## src/rtl/lmsd_pkg.sv

```systemverilog
// Shared types and constants of the LED matrix scan driver.
package lmsd_pkg;

	localparam int IN_TDATA_W  = 16;
	localparam int OUT_TDATA_W = 24;

	localparam logic [1:0] MODE_PIXEL   = 2'd0;
	localparam logic [1:0] MODE_CLEAR   = 2'd1;
	localparam logic [1:0] MODE_REFRESH = 2'd2;

	localparam logic BEAT_SHIFT = 1'b0;
	localparam logic BEAT_LATCH = 1'b1;

	localparam logic [15:0] SHOW_TIME_RESET = 16'd100;

	typedef struct packed {
		logic rd;
		logic wr;
		logic clr;
	} mem_cmd_t;

endpackage

```

## src/rtl/lmsd_frame_mem.sv

```systemverilog
// Frame store: synchronous row memory with per-row valid flags, so one clear command blanks every row.
module lmsd_frame_mem #(
	parameter int PANEL_WIDTH  = 32,
	parameter int PANEL_HEIGHT = 16
) (
	input  logic                            clk,
	input  logic                            arst_n,
	input  lmsd_pkg::mem_cmd_t              cmd,
	input  logic [$clog2(PANEL_HEIGHT)-1:0] rd_addr,
	input  logic [$clog2(PANEL_HEIGHT)-1:0] wr_addr,
	input  logic [PANEL_WIDTH-1:0]          wr_data,
	output logic [PANEL_WIDTH-1:0]          rd_data
);

	logic [PANEL_WIDTH-1:0]  mem [PANEL_HEIGHT];
	logic [PANEL_HEIGHT-1:0] row_vld_q;
	logic [PANEL_WIDTH-1:0]  rd_raw_s1;
	logic                    rd_vld_s1;

	always_ff @(posedge clk) begin
		if (cmd.wr) begin
			mem[wr_addr] <= wr_data;
		end
		if (cmd.rd) begin
			rd_raw_s1 <= mem[rd_addr];
		end
	end

	always_ff @(posedge clk or negedge arst_n) begin
		if (!arst_n) begin
			row_vld_q <= '0;
			rd_vld_s1 <= 1'b0;
		end else begin
			if (cmd.clr) begin
				row_vld_q <= '0;
			end else if (cmd.wr) begin
				row_vld_q[wr_addr] <= 1'b1;
			end
			if (cmd.rd) begin
				rd_vld_s1 <= row_vld_q[rd_addr];
			end
		end
	end

	assign rd_data = rd_vld_s1 ? rd_raw_s1 : '0;

endmodule

```

## src/rtl/lmsd_beat_gen.sv

```systemverilog
// Beat generator: shifts out one row pair column by column, then the latch word.
module lmsd_beat_gen #(
	parameter int PANEL_WIDTH = 32
) (
	input  logic                                clk,
	input  logic                                arst_n,
	input  logic                                start,
	input  logic [PANEL_WIDTH-1:0]              top_row,
	input  logic [PANEL_WIDTH-1:0]              bot_row,
	input  logic [1:0]                          grp,
	input  logic [15:0]                         en_time,
	output logic                                busy,
	output logic                                m_tvalid,
	input  logic                                m_tready,
	output logic [lmsd_pkg::OUT_TDATA_W-1:0]    m_tdata,  // top_on, bottom_on, row_address[1:0], enable_time[15:0]
	output logic                                m_tuser,  // beat_kind
	output logic                                m_tlast
);

	localparam int CW = $clog2(PANEL_WIDTH + 1);

	logic [PANEL_WIDTH-1:0] top_q;
	logic [PANEL_WIDTH-1:0] bot_q;
	logic [1:0]             grp_q;
	logic [15:0]            en_q;
	logic [CW-1:0]          cnt_q;
	logic                   busy_q;
	logic                   vld_q;
	logic                   kind_q;
	logic                   top_on_q;
	logic                   bot_on_q;
	logic [1:0]             addr_out_q;
	logic [15:0]            en_out_q;
	logic                   adv;

	assign adv = busy_q && (!vld_q || m_tready);

	always_ff @(posedge clk) begin
		if (start) begin
			top_q <= top_row;
			bot_q <= bot_row;
			grp_q <= grp;
			en_q  <= en_time;
		end else if (adv) begin
			top_q <= top_q >> 1;
			bot_q <= bot_q >> 1;
		end
	end

	always_ff @(posedge clk or negedge arst_n) begin
		if (!arst_n) begin
			busy_q     <= 1'b0;
			cnt_q      <= '0;
			vld_q      <= 1'b0;
			kind_q     <= lmsd_pkg::BEAT_SHIFT;
			top_on_q   <= 1'b0;
			bot_on_q   <= 1'b0;
			addr_out_q <= '0;
			en_out_q   <= '0;
		end else begin
			if (start) begin
				busy_q <= 1'b1;
				cnt_q  <= '0;
			end else if (adv) begin
				vld_q      <= 1'b1;
				addr_out_q <= grp_q;
				if (cnt_q == CW'(PANEL_WIDTH)) begin
					kind_q   <= lmsd_pkg::BEAT_LATCH;
					top_on_q <= 1'b0;
					bot_on_q <= 1'b0;
					en_out_q <= en_q;
					busy_q   <= 1'b0;
				end else begin
					kind_q   <= lmsd_pkg::BEAT_SHIFT;
					top_on_q <= top_q[0];
					bot_on_q <= bot_q[0];
					en_out_q <= '0;
					cnt_q    <= cnt_q + 1'b1;
				end
			end
			if (!adv && m_tready) begin
				vld_q <= 1'b0;
			end
		end
	end

	assign busy     = busy_q;
	assign m_tvalid = vld_q;
	assign m_tuser  = kind_q;
	assign m_tlast  = (kind_q == lmsd_pkg::BEAT_LATCH);
	assign m_tdata  = {4'b0, en_out_q, addr_out_q, bot_on_q, top_on_q};

endmodule

```

## src/rtl/led_matrix_scan_driver.sv

```systemverilog
// Throughput: a refresh gives PANEL_WIDTH+1 beats at one per cycle when unstalled;
// each item runs two row reads, the start of the beat generator, the beats, then the return to idle.
// The next item is taken while the latch beat still waits in the output register.
// Reset: frame reads as dark at once through per-row valid flags; show time resets to 100.
// Top level: command decode and read-modify-write sequencing over the frame store.
module led_matrix_scan_driver #(
	parameter int PANEL_WIDTH  = 32,
	parameter int PANEL_HEIGHT = 16
) (
	input  logic                              clk,
	input  logic                              arst_n,
	input  logic                              s_tvalid,
	output logic                              s_tready,
	input  logic [lmsd_pkg::IN_TDATA_W-1:0]   s_tdata,  // pixel_x[4:0], pixel_y[3:0], pixel_on, row_group[1:0]
	input  logic [1:0]                        s_tuser,  // mode
	output logic                              m_tvalid,
	input  logic                              m_tready,
	output logic [lmsd_pkg::OUT_TDATA_W-1:0]  m_tdata,  // top_on, bottom_on, row_address[1:0], enable_time[15:0]
	output logic                              m_tuser,  // beat_kind
	output logic                              m_tlast,
	input  logic                              cfg_valid,
	output logic                              cfg_ready,
	input  logic [15:0]                       cfg_data
);

	localparam int AW   = $clog2(PANEL_HEIGHT);
	localparam int XW   = $clog2(PANEL_WIDTH);
	localparam int HALF = PANEL_HEIGHT / 2;

	typedef enum logic [2:0] {
		ST_IDLE,
		ST_PIXEL,
		ST_RD_TOP,
		ST_RD_BOT,
		ST_SCAN
	} state_t;

	state_t                 state_q;
	logic [15:0]            show_time_q;
	logic [XW-1:0]          px_x_q;
	logic                   px_on_q;
	logic [AW-1:0]          px_row_q;
	logic [1:0]             grp_q;
	logic                   bot_dark_q;
	logic [PANEL_WIDTH-1:0] top_row_q;

	logic [4:0]             pixel_x;
	logic [3:0]             pixel_y;
	logic                   pixel_on;
	logic [1:0]             row_group;
	logic                   accept;
	logic                   px_in_range;
	logic                   bot_dark;
	logic [AW-1:0]          bot_addr;

	lmsd_pkg::mem_cmd_t     mem_cmd;
	logic [AW-1:0]          rd_addr;
	logic [PANEL_WIDTH-1:0] rd_data;
	logic [PANEL_WIDTH-1:0] wr_data;
	logic [PANEL_WIDTH-1:0] bot_row;
	logic                   bg_start;
	logic                   bg_busy;

	assign pixel_x   = s_tdata[4:0];
	assign pixel_y   = s_tdata[8:5];
	assign pixel_on  = s_tdata[9];
	assign row_group = s_tdata[11:10];

	assign s_tready  = (state_q == ST_IDLE);
	assign accept    = s_tvalid && s_tready;
	assign cfg_ready = 1'b1;

	assign px_in_range = (32'(pixel_x) < PANEL_WIDTH) && (32'(pixel_y) < PANEL_HEIGHT);
	assign bot_dark    = (32'(grp_q) + HALF) >= PANEL_HEIGHT;
	assign bot_addr    = bot_dark ? '0 : AW'(32'(grp_q) + HALF);

	always_comb begin
		mem_cmd = '0;
		rd_addr = '0;
		wr_data = rd_data;
		wr_data[px_x_q] = px_on_q;
		unique case (state_q)
			ST_IDLE: begin
				if (accept) begin
					unique case (s_tuser)
						lmsd_pkg::MODE_PIXEL: begin
							mem_cmd.rd = px_in_range;
							rd_addr    = AW'(pixel_y);
						end
						lmsd_pkg::MODE_CLEAR: begin
							mem_cmd.clr = 1'b1;
						end
						lmsd_pkg::MODE_REFRESH: begin
							mem_cmd.rd = 1'b1;
							rd_addr    = AW'(row_group);
						end
						default: begin
						end
					endcase
				end
			end
			ST_PIXEL: begin
				mem_cmd.wr = 1'b1;
			end
			ST_RD_TOP: begin
				mem_cmd.rd = !bot_dark;
				rd_addr    = bot_addr;
			end
			default: begin
			end
		endcase
	end

	assign bg_start = (state_q == ST_RD_BOT);
	assign bot_row  = bot_dark_q ? '0 : rd_data;

	always_ff @(posedge clk or negedge arst_n) begin
		if (!arst_n) begin
			state_q     <= ST_IDLE;
			show_time_q <= lmsd_pkg::SHOW_TIME_RESET;
			px_x_q      <= '0;
			px_on_q     <= 1'b0;
			px_row_q    <= '0;
			grp_q       <= '0;
			bot_dark_q  <= 1'b0;
			top_row_q   <= '0;
		end else begin
			if (cfg_valid && cfg_ready) begin
				show_time_q <= cfg_data;
			end
			unique case (state_q)
				ST_IDLE: begin
					if (accept) begin
						px_x_q   <= XW'(pixel_x);
						px_on_q  <= pixel_on;
						px_row_q <= AW'(pixel_y);
						grp_q    <= row_group;
						if (s_tuser == lmsd_pkg::MODE_PIXEL && px_in_range) begin
							state_q <= ST_PIXEL;
						end else if (s_tuser == lmsd_pkg::MODE_REFRESH) begin
							state_q <= ST_RD_TOP;
						end
					end
				end
				ST_PIXEL: begin
					state_q <= ST_IDLE;
				end
				ST_RD_TOP: begin
					top_row_q  <= rd_data;
					bot_dark_q <= bot_dark;
					state_q    <= ST_RD_BOT;
				end
				ST_RD_BOT: begin
					state_q <= ST_SCAN;
				end
				ST_SCAN: begin
					if (!bg_busy) begin
						state_q <= ST_IDLE;
					end
				end
				default: begin
					state_q <= ST_IDLE;
				end
			endcase
		end
	end

	lmsd_frame_mem #(
		.PANEL_WIDTH (PANEL_WIDTH),
		.PANEL_HEIGHT(PANEL_HEIGHT)
	) u_mem (
		.clk    (clk),
		.arst_n (arst_n),
		.cmd    (mem_cmd),
		.rd_addr(rd_addr),
		.wr_addr(px_row_q),
		.wr_data(wr_data),
		.rd_data(rd_data)
	);

	lmsd_beat_gen #(
		.PANEL_WIDTH(PANEL_WIDTH)
	) u_beat (
		.clk     (clk),
		.arst_n  (arst_n),
		.start   (bg_start),
		.top_row (top_row_q),
		.bot_row (bot_row),
		.grp     (grp_q),
		.en_time (show_time_q),
		.busy    (bg_busy),
		.m_tvalid(m_tvalid),
		.m_tready(m_tready),
		.m_tdata (m_tdata),
		.m_tuser (m_tuser),
		.m_tlast (m_tlast)
	);

endmodule

```

## config.mk

```make
export PLATFORM = sky130hd
export DESIGN_NAME = led_matrix_scan_driver
export DESIGN_NICKNAME = d
export VERILOG_FILES = /design/src/rtl/lmsd_pkg.sv /design/src/rtl/lmsd_frame_mem.sv /design/src/rtl/lmsd_beat_gen.sv /design/src/rtl/led_matrix_scan_driver.sv
export SDC_FILE = /design/constraint.sdc
export NUM_CORES = 1
export LEC_CHECK = 0
export ABC_AREA = 1
export BUFFER_PORTS_ARGS = -buffer_cell sky130_fd_sc_hd__buf_4
export CAP_MARGIN = 10
export CELL_PAD_IN_SITES_DETAIL_PLACEMENT = 0
export CELL_PAD_IN_SITES_GLOBAL_PLACEMENT = 2
export CORE_MARGIN = 4
export CORE_UTILIZATION = 40
export CTS_CLUSTER_DIAMETER = 80
export DETAILED_ROUTE_END_ITERATION = 10
export GPL_TIMING_DRIVEN = 0
export MAX_ROUTING_LAYER = met4
export PLACE_DENSITY = 0.84
export SETUP_SLACK_MARGIN = 0.4
export SLEW_MARGIN = 0
export SYNTH_ARGS = -nofsm -noshare
export SYNTH_HDL_FRONTEND = slang
export SYNTH_SLANG_ARGS = --single-unit
```

## constraint.sdc

```tcl
create_clock -name clk -period 3.7 [get_ports clk]
set_input_delay 0.37 -clock clk [delete_from_list [all_inputs] [get_ports clk]]
set_output_delay 0.37 -clock clk [all_outputs]
set_load 0.05 [all_outputs]
```

==> results of run 1 <==
==> worst paths after layout <==
kind,from,cells after the start,end
worst max-delay path,u_mem.rd_vld_s1,4,u_mem.mem[0][19]
worst max register to register,u_mem.rd_vld_s1,4,u_mem.mem[0][19]
min in group asynchronous,arst_n,2,u_beat.en_out_q[10]
worst min-delay path,s_tdata[8],3,px_row_q[3]
max in group asynchronous,arst_n,3,show_time_q[6]
worst min register to register,show_time_q[0],0,u_beat.en_q[0]
==> kinds of logic (layout without fill, tap and decap cells) <==
family          count (synthesis)  after routing  share of synthesized area [%]
compound gates                522            522                           10.0
fa+ha+maj                       2              2                         0.0833
buf+inv                       458            719                           6.50
flops                         735            735                           71.7
mux                            16             16                          0.600
other cells                     2              6                         0.0250
simple gates                  787            787                           11.1
==> cell usage in the layout (no fill, tap or decap), types with 29 or more instances in the layout <==
master	instances
o211ai_1	128
nand3_1	219
clkbuf_1	71
o21ai_1	92
o21ai_0	122
nor2_1	81
edfxtp_1	626
dlygate4sd3_1	29
clkbuf_16	81
dfrtp_1	106
a21oi_1	162
nand2_1	442
inv_1	306
buf_2	50
buf_4	118
==> flip-flops by register name, summed over array words and instances (netlist names), 2 cells and up <==
signal,count
px_x_q,5
u_beat.top_q,32
u_beat.en_out_q,16
u_beat.addr_out_q,2
u_beat.grp_q,2
state_q,3
u_mem.mem,512
px_row_q,4
u_beat.bot_q,32
u_mem.rd_raw_s1,32
u_mem.row_vld_q,16
u_beat.cnt_q,6
show_time_q,16
grp_q,2
u_beat.en_q,16
top_row_q,32
==> per-stage QoR <==
step	area (µm²)	hold slack, ns
after floorplan	30000	0.0744
after global placement	31700	0.428
after detailed placement	32300	0.432
after CTS	35100	0.0228
after global routing	35200	0.0497
final	35200	0.0595
==> layout make-up <==
cell class / instances / area (µm²) / share of cell area [%]
Inverter: 308 / 1160 / 3.29
Antenna cell: 1 / 2.50 / 0.00711
Tap cell: 969 / 1210 / 3.45
Sequential cell: 735 / 21500 / 61.2
Timing Repair Buffer: 126 / 1320 / 3.75
Clock inverter: 21 / 248 / 0.704
Multi-Input combinational cell: 1332 / 6690 / 19.0
Clock buffer: 114 / 2220 / 6.31
Buffer: 150 / 803 / 2.28
==> what timing repair did <==
action / CTS / global route
hold buffers: 29 / 0
endpoints found under the hold margin: 78 / 0
setup endpoints to repair: 0 / 3
resized for setup: 0 / 3
==> routing by layer <==
metal	vias up	GRT usage (%)	share of wire, %
li1	9203	-	-
met3	167	3.01	7.0
met4	0	7.08	3.1
met2	724	34.5	47
met5	-	-	0
met1	9800	29.2	43
==> worst reg2reg max path, cell delays in order (launching register included) <==
cell	delay, ns
dfrtp_1	0.32
clkbuf_1	0.42
clkbuf_1	0.60
nand2_1	0.41
a21oi_1	1.00
==> synth_stat cells (46+ instances only) <==
cell type	count	area, µm²
o21ai_1	86	430
o211ai_1	128	961
buf_2	50	250
nand2_1	443	1660
nor2_1	98	368
clkbuf_1	46	173
dfrtp_1	106	2650
o21ai_0	128	641
inv_1	306	1150
edfxtp_1	626	18800
a21oi_1	162	811
nand3_1	219	1100
==> where the power goes <==
part	internal [mW]	switching [mW]
clock network	4.50	3.13
registers	11.4	0.468
logic	2.27	6.26
==> results.json, run 1 <==
{
  "synth-main-ff-cell": "edfxtp_1",
  "arrival_ns": 3.38,
  "timing.fmax_ghz": 0.320,
  "core_um2": 74400,
  "rsz0062_at_grt": "false",
  "die_x_um": 282,
  "tritoncts": "built",
  "synth_cells": 2522,
  "fin_ws_ns": 0.571,
  "cts.sinks": 735,
  "place_congestion": 0.886,
  "hold_violations": 0,
  "rows": 100,
  "utilization_pct": 47.3,
  "fin_setup_tns_ns": 0,
  "die_y_um": 282,
  "setup_viol": 0,
  "leakage_nw": 13.7,
  "ioPinCount": 68,
  "port_buffers": 57,
  "grt.total_usage_pct": 21.7,
  "clk_path_buf_depth": 3,
  "max_slew_margin_pct": 16.4,
  "report.final.slew_viol_count": 0,
  "hp-class": "in2reg",
  "clock_latency_ns": 0.62,
  "ant_nets": 0,
  "antenna_found_initial": 0,
  "grt_start_max_net_pins": 65,
  "endpoint_kind": "register",
  "status": "completed",
  "slowest_delay_ns": 1.00,
  "ctsHtreeMaxLevel": 3,
  "worst_pin_slew_ns": 1.25,
  "drc": 0,
  "dp_cells": 3577,
  "area_growth_pct": 17.2,
  "synth_area_per_cell_um2": 11.9,
  "period_needed_ns": 3.13,
  "synthArstFlopShare_pct": 14.8,
  "wl_per_cell_um": 22.4,
  "cts-root-buf": "clkbuf_16",
  "grt_pass1_vias": 19597,
  "drt-total-wl_mm": 84.3,
  "critPathRequiredTime_ns": 3.95,
  "cp_top_family": "buffers and inverters",
  "num_vias": 19894,
  "grt_overflow": 0,
  "yosysWarnings": 0,
  "slowest_stage": "a21oi_1",
  "cts_setup_buffers": 0,
  "clk_pin_slew_ns": 0.06,
  "dpl.hpwl_mm": 58.4,
  "vias_per_cell": 5.30,
  "power_density_nw_per_um2": 797,
  "initial_core_util_pct": 40.3,
  "power_mw": 28.1,
  "nFillCells": 6622,
  "grt_pass1_wl_mm": 124,
  "synth-edff-count": 626,
  "first_pass_iters": 6,
  "layout.cells.non_filler": 3756,
  "cpMostUsedCell": "clkbuf_1",
  "die_area_um2": 79500,
  "skew_ns": 0.0234,
  "crit_type": "reg2reg",
  "pre_cts_ws_ns": 0.540,
  "path_cells": "clkbuf_1 > clkbuf_1 > nand2_1 > a21oi_1",
  "layout.nets": 2772,
  "cp-start-kind": "register",
  "period_share_pct": 84.6,
  "drt_iter0_drc": 1983,
  "yosysSeqAreaShare_pct": 71.7,
  "worst_ir_drop_vdd_v": 0.000367,
  "r2r_slack_ns": 0.57,
  "ys_ff_latch": 735,
  "drv_cap": 0,
  "final_layout_size_suffix_gt1_share_pct": 12.4,
  "synth_area_um2": 30000,
  "cts-buffers-inserted": 78,
  "path_buf_inv": 2,
  "synth_cell_types": 33,
  "crit_fanout": 16
}
Note: power is estimated with default switching activity, not from simulation.
==> run 2, diff against run 1 <==
==> constraint.sdc (replaced) <==
create_clock -name clk -period 3.28 [get_ports clk]
set_input_delay 0.328 -clock clk [delete_from_list [all_inputs] [get_ports clk]]
set_output_delay 0.328 -clock clk [all_outputs]
set_load 0.05 [all_outputs]
==> run 2 against run 1 <==
Clock power up 8.8%. Sequential share of layout area hardly changed. Flip-flop and latch count unchanged. Largest cell class unchanged. Combinational power grew 13%. Register-to-register slack worse by 0.14 ns. Fmax grew 9.6%. Critical path type unchanged. Largest power group unchanged. Critical endpoint is now u_mem.mem[5][19]. Core utilization about the same. Sequential power rose by 13%.
==> results.json, run 2 (synthesis gave the netlist of run 1 again) <==
{
  "first_pass_iters": 6,
  "clk_path_buf_depth": 3,
  "wl_per_cell_um": 22.6,
  "endpoint_kind": "register",
  "ant_nets": 0,
  "power_density_nw_per_um2": 891,
  "grt_pass1_wl_mm": 124,
  "grt.total_usage_pct": 21.9,
  "rsz0062_at_grt": "false",
  "grt_overflow": 0,
  "final_layout_size_suffix_gt1_share_pct": 13.4,
  "tritoncts": "built",
  "critPathRequiredTime_ns": 3.59,
  "pre_cts_ws_ns": 0.0736,
  "ff2ff_path_depth": 4,
  "cp-start-kind": "register",
  "place_congestion": 0.901,
  "holdWs_ns": 0.0291,
  "initial_core_util_pct": 40.3,
  "drc": 0,
  "fin_ws_ns": 0.426,
  "status": "completed",
  "final_cell_mix": "edfxtp_1, nand2_1, inv_1",
  "core_um2": 74400,
  "crit_fanout": 16,
  "hold_violations": 0,
  "ctsHtreeMaxLevel": 3,
  "r2r_start": "u_mem.rd_vld_s1",
  "layout.nets": 2763,
  "crit_type": "reg2reg",
  "report.final.slew_viol_count": 0,
  "largest_register": "u_mem.mem",
  "largest_reg_flops": 512,
  "dpl.hpwl_mm": 57.9,
  "period_needed_ns": 2.85,
  "clk_pin_slew_ns": 0.06,
  "layout_commonest_cell": "edfxtp_1",
  "antenna_found_initial": 0,
  "rows": 100,
  "die_y_um": 282,
  "worst_ir_drop_vdd_v": 0.000483,
  "regToRegEndpoint": "u_mem.mem[5][19]",
  "cts-root-buf": "clkbuf_16",
  "hp-class": "in2reg",
  "drt_iter0_drc": 2299,
  "num_vias": 19991,
  "setup_viol": 0,
  "area_growth_pct": 17.2,
  "cts-buffers-inserted": 79,
  "grt_pass1_vias": 19581,
  "skew_ns": 0.0327,
  "clock_latency_ns": 0.64,
  "worst_pin_slew_ns": 1.18,
  "port_buffers": 57,
  "drt-total-wl_mm": 84.7,
  "cts.sinks": 735,
  "leakage_nw": 13.6,
  "ioPinCount": 68,
  "cp-startpoint": "u_mem.rd_vld_s1",
  "grt_start_max_net_pins": 69,
  "max_slew_margin_pct": 21.6,
  "die_x_um": 282,
  "arrival_ns": 3.16,
  "period_share_pct": 87.0,
  "vias_per_cell": 5.33,
  "die_area_um2": 79500,
  "timing.fmax_ghz": 0.350,
  "r2r_slack_ns": 0.43,
  "drv_cap": 0,
  "crit_end": "u_mem.mem[5][19]"
}
==> run 2: worst max-delay path, stage by stage, from the launching register on <==
cell and delay, ns:
dfrtp_1 0.33, clkbuf_1 0.50, clkbuf_1 0.57, nand2_1 0.41, a21oi_2 0.70
==> run 2: worst min path at each step <==
stage | end | depth (start not counted) | startpoint
2_1_floorplan | grp_q[0] | 0 | arst_n
3_3_place_gp | u_beat.en_q[8] | 0 | show_time_q[8]
3_5_place_dp | u_beat.en_out_q[15] | 1 | arst_n
4_1_cts | u_mem.row_vld_q[12] | 3 | s_tuser[1]
5_1_grt | u_mem.row_vld_q[12] | 3 | s_tuser[1]
6_report | u_mem.row_vld_q[12] | 3 | s_tuser[1]
==> run 2: report_power, final <==
group          internal, mW  switching, mW
clock                  4.71           3.59
combinational          2.55           7.10
sequential             12.9          0.526
total                  20.1           11.2
==> run 2: metrics by stage <==
| step | util, % | cells | power [mW] | cell area (µm²) | setup TNS, ns |
|---|---|---|---|---|---|
| 2_1_floorplan | - | 2525 | 19.1 | 30000 | 0 |
| 6_report | 47.3 | 3753 | 31.4 | 35200 | 0 |
| 4_1_cts | 47.1 | 3747 | 31.3 | 35100 | 0 |
| 3_3_place_gp | 42.6 | 3551 | 22.6 | 31700 | -686.71 |
| 3_5_place_dp | 43.4 | 3575 | 23.0 | 32300 | 0 |
| 5_1_grt | 47.3 | 3752 | 32.9 | 35200 | 0 |
==> run 2: final cells by class <==
cell class              count  area, µm²
inverters                 308       1160
multi-input cells        1333       6840
well taps                 969       1210
plain buffers             150        825
flip-flops and latches    735      21500
repair buffers            115       1240
fillers                  6686      39300
clock inverters            40        267
diodes                      1       2.50
clock buffers             102       2120
==> run 2: per-layer routing <==
| layer | vias up | global-route usage, % | part of all wire, % |
|---|---|---|---|
| met1 | 9867 | 28.8 | 42 |
| met5 | - | - | 0 |
| met4 | 0 | 6.54 | 2.8 |
| met3 | 185 | 3.95 | 7.8 |
| met2 | 747 | 34.9 | 47 |
| li1 | 9192 | - | - |
==> run 2: repair_timing <==
action | CTS | global route
hold buffers | 30 | 0
buffers inserted | 0 | 2
cloned | 0 | 1
gates resized for setup | 33 | 18
endpoints found under the hold margin | 70 | 0
endpoints found under the setup margin | 464 | 136
pin swaps | 0 | 1
